[config.mk]
export PLATFORM = sky130hd
export DESIGN_NAME = melody_note_parser
export DESIGN_NICKNAME = d
export VERILOG_FILES = /design/src/design/mnp_pkg.sv /design/src/design/mnp_front.sv /design/src/design/mnp_queue.sv /design/src/design/mnp_back.sv /design/src/design/melody_note_parser.sv
export SDC_FILE = /design/constraint.sdc
export NUM_CORES = 1
export LEC_CHECK = 0
export ABC_CLOCK_PERIOD_IN_PS = 4150
export BUFFER_PORTS_ARGS = -buffer_cell sky130_fd_sc_hd__buf_2
export CORE_ASPECT_RATIO = 0.6
export CORE_UTILIZATION = 50
export DETAILED_ROUTE_END_ITERATION = 7
export PLACE_DENSITY = 0.76
export SETUP_SLACK_MARGIN = 0.05
export SKIP_LAST_GASP = 1
export SLEW_MARGIN = 20
export SYNTH_ARGS = -nofsm -noshare
export SYNTH_HDL_FRONTEND = slang
export SYNTH_HIERARCHICAL = 1
export SYNTH_SLANG_ARGS = --single-unit
[constraint.sdc]
create_clock -name clk -period 4.15 [get_ports clk]
set_input_delay 0.415 -clock clk [delete_from_list [all_inputs] [get_ports clk]]
set_output_delay 0.415 -clock clk [all_outputs]
set_load 0.02 [all_outputs]
[src/design/mnp_pkg.sv]
`timescale 1ns / 1ps
// ----------------------------------------------------------------------------
// mnp_pkg
// Shared types, character codes and tables of the melody note parser.
// ----------------------------------------------------------------------------
package mnp_pkg;

  localparam logic [7:0] CH_SPACE = 8'h20;
  localparam logic [7:0] CH_HASH  = 8'h23;
  localparam logic [7:0] CH_SLASH = 8'h2F;
  localparam logic [7:0] CH_ZERO  = 8'h30;
  localparam logic [7:0] CH_NINE  = 8'h39;
  localparam logic [7:0] CH_A     = 8'h41;
  localparam logic [7:0] CH_G     = 8'h47;
  localparam logic [7:0] CH_P     = 8'h50;

  localparam logic [3:0]  OCTAVE_RESET   = 4'd4;
  localparam logic [7:0]  FRACTION_RESET = 8'd4;
  localparam logic [15:0] WHOLE_RESET    = 16'd500;
  localparam logic [21:0] FREQ_MAX       = 22'h3FFFFF;

  // One finished token, passed from the parser to the arithmetic stage.
  typedef struct packed {
    logic       err;
    logic       pause;
    logic [2:0] letter;
    logic [3:0] octave;
    logic       sharp;
    logic [7:0] fraction;
  } tok_t;

  // Semitone above C for the letters A to G.
  function automatic logic [3:0] letter_semi(input logic [2:0] letter);
    logic [3:0] s;
    case (letter)
      3'd0: s = 4'd9;
      3'd1: s = 4'd11;
      3'd2: s = 4'd0;
      3'd3: s = 4'd2;
      3'd4: s = 4'd4;
      3'd5: s = 4'd5;
      3'd6: s = 4'd7;
      default: s = 4'd0;
    endcase
    return s;
  endfunction

  // Octave-4 frequency of each semitone in Q16, A4 at 440 Hz.
  function automatic logic [24:0] semitone_q16(input logic [3:0] k);
    logic [24:0] f;
    case (k)
      4'd0:  f = 25'd17145893;
      4'd1:  f = 25'd18165441;
      4'd2:  f = 25'd19245614;
      4'd3:  f = 25'd20390018;
      4'd4:  f = 25'd21602472;
      4'd5:  f = 25'd22887021;
      4'd6:  f = 25'd24247954;
      4'd7:  f = 25'd25689813;
      4'd8:  f = 25'd27217409;
      4'd9:  f = 25'd28835840;
      4'd10: f = 25'd30550508;
      4'd11: f = 25'd32367136;
      default: f = 25'd0;
    endcase
    return f;
  endfunction

endpackage

[src/design/mnp_front.sv]
`timescale 1ns / 1ps
// ----------------------------------------------------------------------------
// mnp_front
// Parser: one character per accepted cycle; a record per token up to an error.
// ----------------------------------------------------------------------------
module mnp_front (
  input  logic          clk,
  input  logic          rst,
  input  logic [7:0]    char_code,
  input  logic          end_of_melody,
  input  logic          char_accept,
  output logic          tok_push,
  output mnp_pkg::tok_t tok_data
);
  import mnp_pkg::*;

  typedef enum logic [2:0] {
    P_START, P_OCT_NONE, P_OCT_DIG, P_CHECK, P_FRAC, P_SKIP, P_BAD
  } phase_t;

  phase_t     phase, phase_a;
  logic [2:0] letter, letter_a;
  logic       pause, pause_a;
  logic [3:0] octave, octave_a;
  logic       sharp, sharp_a;
  logic [7:0] fraction, fraction_a;
  logic       halted;

  logic       is_space, is_digit, tok_end;
  logic [3:0] digit;
  logic [6:0] oct_val;

  assign is_space = (char_code == CH_SPACE);
  assign is_digit = (char_code >= CH_ZERO) && (char_code <= CH_NINE);
  assign digit    = char_code[3:0];
  assign tok_end  = is_space || end_of_melody;

  always_comb begin
    phase_a    = phase;
    letter_a   = letter;
    pause_a    = pause;
    octave_a   = octave;
    sharp_a    = sharp;
    fraction_a = fraction;
    oct_val    = 7'd0;
    if (!is_space) begin
      case (phase)
        P_START: begin
          if (char_code == CH_P) begin
            pause_a = 1'b1;
            phase_a = P_CHECK;
          end else if (char_code >= CH_A && char_code <= CH_G) begin
            letter_a = char_code[2:0] - CH_A[2:0];
            phase_a  = P_OCT_NONE;
          end else begin
            phase_a = P_BAD;
          end
        end
        P_OCT_NONE, P_OCT_DIG: begin
          if (is_digit) begin
            if (phase == P_OCT_NONE) begin
              oct_val = {3'd0, digit};
            end else begin
              oct_val = {3'd0, octave} * 7'd10 + {3'd0, digit};
            end
            if (oct_val > 7'd9) begin
              phase_a = P_BAD;
            end else begin
              octave_a = oct_val[3:0];
              phase_a  = P_OCT_DIG;
            end
          end else if (char_code == CH_HASH) begin
            sharp_a = 1'b1;
            phase_a = P_CHECK;
          end else if (char_code == CH_SLASH) begin
            fraction_a = 8'd0;
            phase_a    = P_FRAC;
          end else begin
            phase_a = P_SKIP;
          end
        end
        P_CHECK: begin
          if (char_code == CH_SLASH) begin
            fraction_a = 8'd0;
            phase_a    = P_FRAC;
          end else begin
            phase_a = P_SKIP;
          end
        end
        P_FRAC: begin
          if (is_digit) begin
            fraction_a = 8'((fraction << 3) + (fraction << 1) + {4'd0, digit});
          end else begin
            phase_a = P_SKIP;
          end
        end
        default: begin
        end
      endcase
    end
  end

  always_comb begin
    tok_push          = char_accept && !halted && tok_end;
    tok_data.err      = (phase_a == P_START) || (phase_a == P_BAD) ||
                        (fraction_a == 8'd0);
    tok_data.pause    = pause_a;
    tok_data.letter   = letter_a;
    tok_data.octave   = octave_a;
    tok_data.sharp    = sharp_a;
    tok_data.fraction = fraction_a;
  end

  always_ff @(posedge clk) begin
    if (rst) begin
      phase    <= P_START;
      letter   <= 3'd0;
      pause    <= 1'b0;
      octave   <= OCTAVE_RESET;
      sharp    <= 1'b0;
      fraction <= FRACTION_RESET;
      halted   <= 1'b0;
    end else if (char_accept) begin
      if (end_of_melody || (!halted && is_space)) begin
        phase    <= P_START;
        letter   <= 3'd0;
        pause    <= 1'b0;
        octave   <= OCTAVE_RESET;
        sharp    <= 1'b0;
        fraction <= FRACTION_RESET;
      end else if (!halted) begin
        phase    <= phase_a;
        letter   <= letter_a;
        pause    <= pause_a;
        octave   <= octave_a;
        sharp    <= sharp_a;
        fraction <= fraction_a;
      end
      if (end_of_melody) begin
        halted <= 1'b0;
      end else if (tok_push && tok_data.err) begin
        halted <= 1'b1;
      end
    end
  end

endmodule

[src/design/mnp_queue.sv]
`timescale 1ns / 1ps
// ----------------------------------------------------------------------------
// mnp_queue
// Small token queue between the parser and the arithmetic stage.
// ----------------------------------------------------------------------------
module mnp_queue #(
  parameter int DEPTH = 4
) (
  input  logic          clk,
  input  logic          rst,
  input  logic          wr_en,
  input  mnp_pkg::tok_t wr_data,
  output logic          q_full,
  input  logic          rd_en,
  output logic          q_valid,
  output mnp_pkg::tok_t rd_data
);
  import mnp_pkg::*;

  localparam int AW = (DEPTH > 1) ? $clog2(DEPTH) : 1;
  localparam int CW = $clog2(DEPTH + 1);
  localparam logic [AW-1:0] LAST = AW'(DEPTH - 1);

  tok_t          mem [DEPTH];
  logic [AW-1:0] wr_ptr, rd_ptr;
  logic [CW-1:0] count;

  assign q_full  = (count == CW'(DEPTH));
  assign q_valid = (count != '0);
  assign rd_data = mem[rd_ptr];

  always_ff @(posedge clk) begin
    if (wr_en) begin
      mem[wr_ptr] <= wr_data;
    end
  end

  always_ff @(posedge clk) begin
    if (rst) begin
      wr_ptr <= '0;
      rd_ptr <= '0;
      count  <= '0;
    end else begin
      if (wr_en) begin
        wr_ptr <= (wr_ptr == LAST) ? '0 : wr_ptr + 1'b1;
      end
      if (rd_en) begin
        rd_ptr <= (rd_ptr == LAST) ? '0 : rd_ptr + 1'b1;
      end
      if (wr_en && !rd_en) begin
        count <= count + 1'b1;
      end else if (rd_en && !wr_en) begin
        count <= count - 1'b1;
      end
    end
  end

endmodule

[src/design/mnp_back.sv]
`timescale 1ns / 1ps
// ----------------------------------------------------------------------------
// mnp_back
// Note arithmetic: frequency from the semitone table, duration by a
// bit-serial divider, and the result register.
// ----------------------------------------------------------------------------
module mnp_back #(
  parameter int FREQ_FRAC_BITS = 8
) (
  input  logic          clk,
  input  logic          rst,
  input  logic          cfg_we,
  input  logic [15:0]   cfg_data,
  input  logic          q_valid,
  input  mnp_pkg::tok_t q_data,
  output logic          q_pop,
  output logic          res_valid,
  input  logic          res_pop,
  output logic          is_pause,
  output logic [21:0]   frequency_q8,
  output logic [15:0]   note_duration,
  output logic          parse_error
);
  import mnp_pkg::*;

  localparam int SH = 20 - FREQ_FRAC_BITS;
  localparam logic [35:0] ROUND = 36'(1) << (SH - 1);

  typedef enum logic [1:0] {B_IDLE, B_DIV, B_DONE} bstate_t;

  bstate_t     state;
  logic [15:0] whole;
  logic        err, pause;
  logic [3:0]  semi_k, oct_o;
  logic [7:0]  divisor, rem;
  logic [15:0] quo;
  logic [3:0]  cnt;
  logic [21:0] freq;

  logic [4:0]  semi_sum;
  logic [8:0]  rem_sh;
  logic        fits;
  logic [7:0]  rem_next;
  logic [15:0] quo_next;
  logic [35:0] raw, rounded;
  logic [21:0] freq_next;
  logic        load;

  assign q_pop    = (state == B_IDLE) && q_valid;
  assign semi_sum = {1'b0, letter_semi(q_data.letter)} + {4'd0, q_data.sharp};
  assign load     = (state == B_DONE) && (!res_valid || res_pop);

  // Restoring division, one quotient bit per cycle.
  always_comb begin
    rem_sh   = {rem, quo[15]};
    fits     = (rem_sh >= {1'b0, divisor});
    rem_next = fits ? 8'(rem_sh - {1'b0, divisor}) : rem_sh[7:0];
    quo_next = {quo[14:0], fits};
  end

  always_comb begin
    raw       = {11'd0, semitone_q16(semi_k)} << oct_o;
    rounded   = (raw + ROUND) >> SH;
    freq_next = (rounded > {14'd0, FREQ_MAX}) ? FREQ_MAX : rounded[21:0];
  end

  always_ff @(posedge clk) begin
    if (rst) begin
      state       <= B_IDLE;
      whole       <= WHOLE_RESET;
      res_valid   <= 1'b0;
      cnt         <= 4'd0;
    end else begin
      if (cfg_we) begin
        whole <= cfg_data;
      end
      case (state)
        B_IDLE: begin
          if (q_valid) begin
            err     <= q_data.err;
            pause   <= q_data.pause;
            divisor <= q_data.fraction;
            quo     <= whole;
            rem     <= 8'd0;
            cnt     <= 4'd0;
            if (semi_sum == 5'd12) begin
              semi_k <= 4'd0;
              oct_o  <= q_data.octave + 4'd1;
            end else begin
              semi_k <= semi_sum[3:0];
              oct_o  <= q_data.octave;
            end
            state <= q_data.err ? B_DONE : B_DIV;
          end
        end
        B_DIV: begin
          rem  <= rem_next;
          quo  <= quo_next;
          freq <= freq_next;
          cnt  <= cnt + 4'd1;
          if (cnt == 4'd15) begin
            state <= B_DONE;
          end
        end
        B_DONE: begin
          if (load) begin
            state <= B_IDLE;
          end
        end
        default: begin
          state <= B_IDLE;
        end
      endcase
      if (load) begin
        res_valid     <= 1'b1;
        parse_error   <= err;
        is_pause      <= !err && pause;
        frequency_q8  <= (err || pause) ? 22'd0 : freq;
        note_duration <= err ? 16'd0 : quo;
      end else if (res_pop) begin
        res_valid <= 1'b0;
      end
    end
  end

endmodule

[src/design/melody_note_parser.sv]
`timescale 1ns / 1ps
// ----------------------------------------------------------------------------
// melody_note_parser
// Parses a melody string one character per transfer and delivers one note
// result (frequency, duration or error) per token, up to the first error.
// ----------------------------------------------------------------------------
//
//  Channel   Handshake            Payload
//  -------   ------------------   ------------------------------------------
//  input     push / full          char_code, end_of_melody
//  result    pop / empty          is_pause, frequency_q8, note_duration,
//                                 parse_error
//  config    cfg_valid/cfg_ready  cfg_data (whole-note duration in ms)
//
// The parser takes one character per cycle; a character transfer is refused
// only while the token queue is full. Each note or pause token then passes
// through the arithmetic stage: a fetch, the bit-serial duration divider and
// a load of the result register, which waits while a result is unread; an
// error token skips the divider. Reset is synchronous and needs no clearing
// pass; the whole-note duration returns to 500 ms. The result register holds
// a waiting result while the parser keeps taking characters into the queue.
//
module melody_note_parser #(
  parameter int FREQ_FRAC_BITS    = 8,
  parameter int TOKEN_QUEUE_DEPTH = 4
) (
  input  logic        clk,
  input  logic        rst,
  input  logic [7:0]  char_code,
  input  logic        end_of_melody,
  input  logic        push,
  output logic        full,
  output logic        is_pause,
  output logic [21:0] frequency_q8,
  output logic [15:0] note_duration,
  output logic        parse_error,
  output logic        empty,
  input  logic        pop,
  input  logic        cfg_valid,
  output logic        cfg_ready,
  input  logic [15:0] cfg_data
);
  import mnp_pkg::*;

  logic char_accept;
  logic tok_push, q_full, q_valid, q_pop, res_valid;
  tok_t tok_data, q_data;

  // A character transfers whenever the queue can take a token, since any
  // character may close one.
  assign full        = q_full;
  assign char_accept = push && !q_full;
  assign empty       = !res_valid;
  assign cfg_ready   = 1'b1;

  mnp_front u_front (
    .clk           (clk),
    .rst           (rst),
    .char_code     (char_code),
    .end_of_melody (end_of_melody),
    .char_accept   (char_accept),
    .tok_push      (tok_push),
    .tok_data      (tok_data)
  );

  mnp_queue #(
    .DEPTH (TOKEN_QUEUE_DEPTH)
  ) u_queue (
    .clk     (clk),
    .rst     (rst),
    .wr_en   (tok_push),
    .wr_data (tok_data),
    .q_full  (q_full),
    .rd_en   (q_pop),
    .q_valid (q_valid),
    .rd_data (q_data)
  );

  // The arithmetic stage pops a token, works it out and parks the result in
  // its output register until the consumer pops it.
  mnp_back #(
    .FREQ_FRAC_BITS (FREQ_FRAC_BITS)
  ) u_back (
    .clk           (clk),
    .rst           (rst),
    .cfg_we        (cfg_valid),
    .cfg_data      (cfg_data),
    .q_valid       (q_valid),
    .q_data        (q_data),
    .q_pop         (q_pop),
    .res_valid     (res_valid),
    .res_pop       (pop),
    .is_pause      (is_pause),
    .frequency_q8  (frequency_q8),
    .note_duration (note_duration),
    .parse_error   (parse_error)
  );

endmodule
==> reports/results.txt, run 1 <==
status -> completed
hold crit path type -> in -> reg
vias in the first global route -> 8,463
peak supply drop -> 0.425 mV
largest family of logic cells by synthesized area -> simple AND/OR/NAND/NOR gates
crit path kind -> reg -> reg
first-pass GRT wire length -> 44,000 um
synthesis-to-layout area growth -> 10.2%
WL final -> 27,700 um
die height -> 129 um
row count -> 46
Tot Pwr -> 9.57 mW
global route total overflow -> 0
Most used DFF post-synth -> edfxtp_1
Layout Nets -> 1,286
Mapped Nets -> 1,221
Synth Area in Adders -> 5.36%
final count of pins violating max slew -> 0
post-route cell area -> 14,800 sq um
register area -> 6850 sq um
Worst Path Max Fanout -> 22
Arr. time, crit path -> 3.97 ns
Fmax achieved -> 277 MHz
fin crit share -> 87.0%
diode count -> 0
Antenna Nets Post-Route -> 0
simple-gate share of the synthesized area -> 14.0%
setup_tns -> 0 ns
Finish-stage setup viols -> 0
multiplexer area fraction after synthesis -> 12.1%
setup ws final -> 0.541 ns
share of layout cells above drive strength 1 -> 17.4%
Buffers on Ports -> 71
Post-synth EDFFs -> 176
post-synthesis sequential area ratio -> 50.9%
leakage -> 5.74 nW
CTS root buf -> clkbuf_16
dpl ws -> 0.376 ns
DRT iter0 DRCs -> 906
vias per inst -> 5.79
htree depth -> 1
Synth Area per Inst -> 11.8 sq um
CTS Buf Count -> 22
Post-Syn Instances -> 1,137
Cells after DPL -> 1,537
Layout Skew -> 0.0175 ns
Die X -> 214 um
leading cell type in the layout, fill and taps excluded -> edfxtp_1
PwrDens -> 646 nW/um^2
CTS Sinks -> 254
pin count of the biggest net entering global routing -> 55
CTS tree -> built
Remaining DRCs -> 0
max_cap viols -> 0
total track usage -> 20.1%
DP HPWL -> 19,700 um
routability cong. -> 0.901
Slew @ Worst Pin -> 0.977 ns
synthesized flop and latch total -> 254
Crit path required time -> 4.51 ns
Syn Std Cell Area -> 13,400 sq um
total die area -> 27,600 sq um
Post-DP Area -> 14,100 sq um
Via Count -> 9,139
minimum clock period -> 3.61 ns
antenna violations before repair -> 0
Synth Warn # -> 6
core area -> 26,400 sq um
# hold bufs at CTS -> 0
most used cells in the layout excluding fill and tap cells -> edfxtp_1, nand2_1, nor2_1, dfxtp_1, buf_2
CTS Buffer Depth -> 3
final hold viol count -> 0
Worst Setup Start Kind -> register
initial core utilization -> 50.9%
Multi-input gate area -> 6050 sq um
Routed wire per std cell -> 17.6 um
post-CTS setup buffer count -> 0
XOR/XNOR Fraction of Synth Area -> 2.67%
Ports -> 73
DRT Pass-1 Iters -> 7
Netlist cell types -> 91
Compound-Gate Fraction of Synth Area -> 10.6%
post-cts resize count -> 0
fillcell total -> 2,117
Final Hold Slack -> 0.109 ns
share of synthesized registers carrying an async set or reset -> 0%
slew margin rel. -> 34.4%
final cell count without fillers -> 1,578
fin util -> 56.1%
clock latency on the worst-skew pair -> 0.52 ns
unrepaired setup endpoints after global routing -> no
Clock transition at path regs -> 0.07 ns
crit end category -> register
worst max-delay path, cell delays in order (launching register included):
cell	delay, ns
edfxtp_1	0.67
buf_4	0.27
nor2b_1	0.08
a22oi_1	0.24
nand3_1	0.17
o31ai_1	0.45
nand3_1	0.25
nand3b_1	0.38
o31a_1	0.32
a311o_1	0.31
buf_4	0.21
o211ai_1	0.10
path summary, 6_finish.rpt:
| check | startpoint | endpoint | slack, ns | cells past startpoint |
|---|---|---|---|---|
| worst min register to register | u_back/whole[12] | u_back/whole[12] | 0.50 | 2 |
| worst min-delay path | cfg_data[4] | u_back/whole[4] | 0.11 | 2 |
| worst max register to register | u_back/oct_o[3] | u_back/freq[4] | 0.54 | 11 |
| worst max-delay path | u_back/oct_o[3] | u_back/freq[4] | 0.54 | 11 |
kinds of logic (layout without fill, tap and decap cells):
logic type                 Yosys count  count (layout)
and+or+nand+nor                    375             375
DFF                                254             254
AOI/OAI and AO/OA                  204             204
buffers and inverters              104             185
muxes                              104             104
adders and majority gates           54              54
other                                1               1
xor gates and xnor gates            41              41
cell type report:
cell class | instances | area share (%)
Clock buffer | 29 | 3.96
Clock inverter | 11 | 0.785
Inverter | 39 | 0.988
Multi-Input combinational cell | 779 | 40.9
Sequential cell | 254 | 46.2
Tap cell | 360 | 3.04
Timing Repair Buffer | 106 | 4.17
per-layer routing:
layer  routed length [um]  track usage (%)
met3                 1950             3.68
met4                  283             2.77
met2                12000             29.9
met5                    0                0
met1                13500             31.1
synth_stat cells (28+ instances only):
| master | count | area (sq um) |
|---|---|---|
| edfxtp_1 | 176 | 5290 |
| nor2_1 | 89 | 334 |
| o21ai_0 | 42 | 210 |
| nand2_1 | 114 | 428 |
| inv_1 | 36 | 135 |
| nor2b_1 | 36 | 225 |
| mux2i_1 | 38 | 380 |
| dfxtp_1 | 78 | 1560 |
| a21oi_1 | 38 | 190 |
| ha_1 | 48 | 601 |
| mux2_2 | 28 | 315 |
| clkbuf_1 | 32 | 120 |
where the power goes:
group	internal [mW]	switching, mW	leakage (nW)
logic	1.64	2.20	3.09
registers	3.33	0.374	2.30
clock network	1.13	0.909	0.343
total	6.09	3.48	5.74
(Power assumes the default switching activity.)
==> run 2, diff against run 1 <==
--- a/config.mk
+++ b/config.mk
@@ -8,9 +8,9 @@
 export ABC_CLOCK_PERIOD_IN_PS = 4150
 export BUFFER_PORTS_ARGS = -buffer_cell sky130_fd_sc_hd__buf_2
 export CORE_ASPECT_RATIO = 0.6
-export CORE_UTILIZATION = 50
+export CORE_UTILIZATION = 55
 export DETAILED_ROUTE_END_ITERATION = 7
-export PLACE_DENSITY = 0.76
+export PLACE_DENSITY = 0.82
 export SETUP_SLACK_MARGIN = 0.05
 export SKIP_LAST_GASP = 1
 export SLEW_MARGIN = 20
==> run 2 against run 1 <==
Via count increased by 1.9%. Count of clock-buffer cells in the layout increased by 3. Highest routed layer unchanged. Register-to-register slack got worse by 0.23 ns. Maximum frequency decreased by 6.1%. Combinational power about the same. Hold slack improved by 0.012 ns. Flip-flop and latch count unchanged. Power increased by 3.7%. Cell area increased by 0.43%. Clock power increased by 15%.
==> reports/results.txt, run 2 (synthesis gave the netlist of run 1 again) <==
Clock transition at path regs -> 0.06 ns (about the same)
Finish-stage setup viols -> 0 (unchanged)
unrepaired setup endpoints after global routing -> no
CTS root buf -> clkbuf_16
Top delay family on crit path -> simple AND/OR/NAND/NOR gates
final cell count without fillers -> 1,532 (-2.9%)
diode count -> 0 (unchanged)
post-cts resize count -> 0 (unchanged)
share of power burned in combinational logic -> 38.9% (-1.2 points)
post-CTS setup buffer count -> 0 (unchanged)
Tot Pwr -> 9.93 mW (+3.7%)
Seq pwr share -> 37.5% (-1.1 points)
Multi-input gate area -> 6050 sq um (about the same)
CTS Sinks -> 254 (unchanged)
# hold bufs at CTS -> 0 (unchanged)
fillcell total -> 1,740 (-18%)
Worst Setup Start Kind -> register
htree depth -> 1 (unchanged)
Clock power frac -> 23.5% (+2.2 points)
Ports -> 73 (unchanged)
crit end category -> register
Slowest-stage cell, CP -> edfxtp_1
status -> completed
CTS Buffer Depth -> 3 (unchanged)
antenna violations before repair -> 0 (unchanged)
setup_tns -> 0 ns (unchanged)
critical path, cell by cell -> mux4_2 -> mux2i_1 -> or3b_2 -> o31ai_1 -> nand3_1 -> nand3b_1 -> o31a_1 -> a311o_1 -> buf_4 -> o211ai_1
routability cong. -> 0.880 (-2.4%)
die height -> 123 um (-4.6%)
Worst Path Max Fanout -> 22 (unchanged)
initial core utilization -> 57.1% (+6.2 points)
crit path kind -> reg -> reg
sw frac -> 36.0% (-0.40 points)
WL final -> 28,700 um (+3.6%)
global route total overflow -> 0 (unchanged)
Crit path buffers/inverters -> 1 (-1)
total die area -> 25,100 sq um (-9.0%)
leading cell type in the layout, fill and taps excluded -> edfxtp_1
Buffers on Ports -> 71 (unchanged)
Layout Skew -> 0.0144 ns (-0.00310 ns)
PwrDens -> 667 nW/um^2 (+3.3%)
row count -> 43 (-6.5%)
core area -> 23,600 sq um (-11%)
Die X -> 204 um (-4.6%)
Crit path required time -> 4.51 ns (about the same)
pin count of the biggest net entering global routing -> 47 (-15%)
leakage -> 5.80 nW (+1.0%)
max_cap viols -> 0 (unchanged)
CP max stage delay -> 0.87 ns (+0.20 ns)
internal power -> 6.36 mW (+4.4%)
clock latency on the worst-skew pair -> 0.52 ns (about the same)
hold crit path type -> in -> reg
first-pass GRT wire length -> 46,400 um (+5.4%)
final hold viol count -> 0 (unchanged)
peak supply drop -> 0.353 mV (-17%)
Fmax achieved -> 260 MHz (-6.1%)
Layout Nets -> 1,283 (-0.23%)
DP HPWL -> 19,900 um (+1.1%)
DRT Pass-1 Iters -> 5 (-2)
CTS tree -> built
fin crit share -> 92.6% (+5.7 points)
Remaining DRCs -> 0 (unchanged)
Slew @ Worst Pin -> 0.980 ns (+0.00320 ns)
Routed wire per std cell -> 18.8 um (+6.7%)
register area -> 6850 sq um (unchanged)
switching pwr -> 3.57 mW (+2.6%)
minimum clock period -> 3.84 ns (+0.235 ns)
Arr. time, crit path -> 4.20 ns (+0.23 ns)
Antenna Nets Post-Route -> 0 (unchanged)
vias per inst -> 6.08 (+5.0%)
share of layout cells above drive strength 1 -> 17.5% (+0.096 points)
slew margin rel. -> 34.6% (+0.22 points)
Final Hold Slack -> 0.122 ns (+0.0123 ns)
fin util -> 63.2% (+7.1 points)
vias in the first global route -> 8,971 (+6.0%)
final count of pins violating max slew -> 0 (unchanged)
synthesis-to-layout area growth -> 10.7%
Via Count -> 9,312 (+1.9%)
Cells after DPL -> 1,488 (-3.2%)
total track usage -> 23.3% (+3.2 points)
DRT iter0 DRCs -> 1,152 (+27%)
most used cells in the layout excluding fill and tap cells -> edfxtp_1, nand2_1, nor2_1, dfxtp_1, buf_2
CTS Buf Count -> 24 (+9.1%)
==> run 2: changes by cell type in the layout (fill, tap and decap cells not counted), sizes merged <==
cell / change
buf: -5
clkbuf: +3
bufinv: +2
clkinv: -2
inv: +2
clkinvlp: -1
==> run 2: metrics by stage <==
stage	cell area, sq um	setup slack [ns]
3_5_place_dp	14000	0.424
4_1_cts	14900	0.380
2_1_floorplan	13500	0.467
5_1_grt	14900	0.0909
6_report	14900	0.306
3_3_place_gp	14000	0.599
==> run 2: layout make-up <==
| type | count | share of cell area [%] |
|---|---|---|
| clock buffer | 32 | 4.59 |
| clock inverter | 12 | 1.13 |
| inverter | 39 | 0.984 |
| multi-input combinational | 779 | 40.7 |
| sequential | 254 | 46.0 |
| tap | 315 | 2.65 |
| timing repair buffer | 101 | 3.99 |
==> run 2: final timing paths <==
path               startpoint  slack [ns]               end  depth (start not counted)
max           u_back/oct_o[3]        0.31    u_back/freq[4]                         10
min               cfg_data[6]        0.12   u_back/whole[6]                          2
max reg2reg   u_back/oct_o[3]        0.31    u_back/freq[4]                         10
min reg2reg  u_back/whole[10]        0.50  u_back/whole[10]                          2
==> run 2: power by group through the flow <==
stage	sequential [mW]	combinational, mW	clock, mW
2_1_floorplan	3.61	3.01	0
3_3_place_gp	3.73	3.61	0
3_5_place_dp	3.76	3.74	0
4_1_cts	3.71	3.80	2.37
5_1_grt	3.77	4.25	2.46
6_report	3.73	3.87	2.34
==> run 2: metal layers <==
layer  GRT usage [%]  share of wire (%)  vias up
li1                -                  -     4333
met3            4.19                9.2       40
met5               0                  0        -
met4            5.17                1.6        0
met2            35.6                 43      453
met1            34.7                 46     4486
==> run 3, diff against run 2 <==
--- a/config.mk
+++ b/config.mk
@@ -5,7 +5,7 @@
 export SDC_FILE = /design/constraint.sdc
 export NUM_CORES = 1
 export LEC_CHECK = 0
-export ABC_CLOCK_PERIOD_IN_PS = 4150
+export ABC_CLOCK_PERIOD_IN_PS = 3100
 export BUFFER_PORTS_ARGS = -buffer_cell sky130_fd_sc_hd__buf_2
 export CORE_ASPECT_RATIO = 0.6
 export CORE_UTILIZATION = 55
==> constraint.sdc (replaced) <==
create_clock -name clk -period 3.1 [get_ports clk]
set_input_delay 0.31 -clock clk [delete_from_list [all_inputs] [get_ports clk]]
set_output_delay 0.31 -clock clk [all_outputs]
set_load 0.02 [all_outputs]
==> run 3 against run 2 <==
The run now ends with negative setup slack left. Clock power up 29%. Clock skew barely moved. Final cell count is 6.6% higher. Die area unchanged. Count of clock-buffer cells in the layout fell by 1. Via count increased by 7.7%. Utilization is 5.4 points higher. Sequential share of layout area shrank 3.6 points. Flip-flop and latch count unchanged. Maximum frequency rose by 17%. Sequential power increased by 33%. Critical path type unchanged.
==> reports/results.txt, run 3 (synthesis gave the netlist of run 1 again) <==
Ports -> 73 (unchanged)
total die area -> 25,100 sq um (unchanged)
Top delay family on crit path -> simple AND/OR/NAND/NOR gates
initial core utilization -> 57.1% (unchanged)
FF-to-FF path depth -> 14 (+4)
Fmax achieved -> 303 MHz (+17%)
status -> finished with violations
critical path, cell by cell -> buf_12 -> buf_12 -> buf_12 -> mux2_2 -> nor2_1 -> or3_1 -> a22oi_2 -> nand3_2 -> nand3b_1 -> buf_6 -> buf_4 -> nor4_1 -> xnor2_1 -> nand2_2
row count -> 43 (unchanged)
total track usage -> 25.5% (+2.2 points)
first-pass GRT wire length -> 50,300 um (+8.4%)
Die X -> 204 um (unchanged)
flop-to-flop setup slack -> -0.20 ns (-0.50 ns)
synthesis-to-layout area growth -> 20.1%
DRT Pass-1 Iters -> 6 (+1)
leading cell type in the layout, fill and taps excluded -> edfxtp_1
Worst Setup EP -> u_back/freq[20]
DP HPWL -> 21,700 um (+8.9%)
DRT iter0 DRCs -> 1,217 (+5.6%)
crit path kind -> reg -> reg
minimum clock period -> 3.30 ns (-0.548 ns)
die height -> 123 um (unchanged)
RR Startpoint -> u_back/oct_o[1]
vias per inst -> 6.14 (+1.0%)
PwrDens -> 929 nW/um^2 (+39%)
routability cong. -> 0.922 (+4.9%)
dpl ws -> -0.124 ns (-0.548 ns)
WL final -> 33,400 um (+16%)
CTS Buffer Depth -> 3 (unchanged)
unrepaired setup endpoints after global routing -> yes
Slew @ Worst Pin -> 0.906 ns (-0.0740 ns)
peak supply drop -> 0.583 mV (+65%)
setup ws final -> -0.196 ns (-0.502 ns)
Finish-stage setup viols -> 22 (+22)
share of layout cells above drive strength 1 -> 29.3% (+12 points)
CP max stage delay -> 0.43 ns (-0.44 ns)
CTS Sinks -> 254 (unchanged)
Layout Nets -> 1,383 (+7.8%)
Antenna Nets Post-Route -> 0 (unchanged)
critical path depth -> 14 (+4)
Critical Path Source -> u_back/oct_o[1]
max_cap viols -> 0 (unchanged)
slew margin rel. -> 39.2% (+4.6 points)
final hold viol count -> 0 (unchanged)
most used cells in the layout excluding fill and tap cells -> edfxtp_1, buf_4, nand2_1, nor2_1, dfxtp_1
reg2reg end -> u_back/freq[20]
Crit path buffers/inverters -> 5 (+4)
hold crit path type -> in -> reg
Via Count -> 10,000 (+7.7%)
vias in the first global route -> 9,503 (+5.9%)
final count of pins violating max slew -> 0 (unchanged)
crit end category -> register
leakage -> 6.37 nW (+9.8%)
core area -> 23,600 sq um (unchanged)
fin crit share -> 106% (+14 points)
global route total overflow -> 0 (unchanged)
critical path's most frequent cell -> buf_12
Post-DP Area -> 14,700 sq um (+4.5%)
CTS root buf -> clkbuf_16
clock latency on the worst-skew pair -> 0.54 ns (+0.02 ns)
Arr. time, crit path -> 3.59 ns (-0.61 ns)
Routed wire per std cell -> 20.4 um (+9.0%)
failing checks -> negative setup slack
Clock transition at path regs -> 0.07 ns (about the same)
antenna violations before repair -> 1 (+1)
post-route cell area -> 16,100 sq um (+8.5%)
Remaining DRCs -> 0 (unchanged)
setup_tns -> -3.29 ns (-3.29 ns)
Layout Skew -> 0.0146 ns (+0.000171 ns)
CTS Buf Count -> 24 (unchanged)
Worst Setup Start Kind -> register
Crit path required time -> 3.39 ns (-1.12 ns)
htree depth -> 1 (unchanged)
Slowest-stage cell, CP -> edfxtp_1
Worst Path Max Fanout -> 8 (-64%)
pin count of the biggest net entering global routing -> 55 (+17%)
Buffers on Ports -> 71 (unchanged)
CTS tree -> built
[run 3: worst min path at each step]
stage	startpoint	end	slack, ns	cells after the start
after floorplan	rst	u_queue/count[2]	0.38	1
after global placement	u_front/fraction[7]	u_front/fraction[7]	0.47	2
after detailed placement	u_back/whole[0]	u_back/whole[0]	0.49	2
after CTS	cfg_data[5]	u_back/whole[5]	0.002	2
after global routing	cfg_data[15]	u_back/whole[15]	0.01	3
final	cfg_data[5]	u_back/whole[5]	0.01	2
[run 3: repair_timing]
action,CTS,global route
pin swaps,10,18
endpoints found under the hold margin,4,0
gates cloned,4,0
resized for setup,33,62
setup buffers,14,21
endpoints found under the setup margin,35,49
hold buffers,4,0
[run 3: cell type report]
class | count | area (sq um)
diodes | 1 | 2.50
clock buffers | 31 | 668
clock inverters | 13 | 129
fillers | 1565 | 7420
inverters | 39 | 150
multi-input cells | 779 | 6450
flip-flops and latches | 254 | 6850
well taps | 315 | 394
repair buffers | 201 | 1500
[run 3: worst register-to-register path, delay by kind of cell (launching register included)]
| family | cells | cell delay [ns] |
|---|---|---|
| simple gates | 6 | 1.18 |
| buf+inv | 5 | 0.76 |
| flops | 1 | 0.43 |
| mux | 1 | 0.24 |
| compound gates | 1 | 0.24 |
| xor+xnor | 1 | 0.19 |
[run 3: power breakdown]
group / leakage, nW / internal (mW) / switching, mW
Sequential: 2.31 / 4.46 / 0.510
Combinational: 3.67 / 3.22 / 3.80
Clock: 0.394 / 1.70 / 1.32
Total: 6.37 / 9.38 / 5.63
[run 3: per-stage QoR]
| stage | cells | total power, mW | util, % | hold slack, ns |
|---|---|---|---|---|
| after floorplan | 1137 | 9.17 | - | 0.379 |
| after global placement | 1545 | 10.5 | 62.2 | 0.471 |
| after detailed placement | 1545 | 10.8 | 62.2 | 0.492 |
| after CTS | 1611 | 14.2 | 66.9 | 0.00231 |
| after global routing | 1633 | 15.7 | 68.5 | 0.0150 |
| final | 1633 | 15.0 | 68.5 | 0.0123 |
[run 3: routing by layer]
metal / track usage, % / part of all wire, % / vias up
met4: 4.84 / 1.7 / 2
met1: 37.5 / 44 / 4882
met2: 38.6 / 45 / 559
met5: 1.59 / 0.033 / -
met3: 6.01 / 10 / 56
li1: - / - / 4527
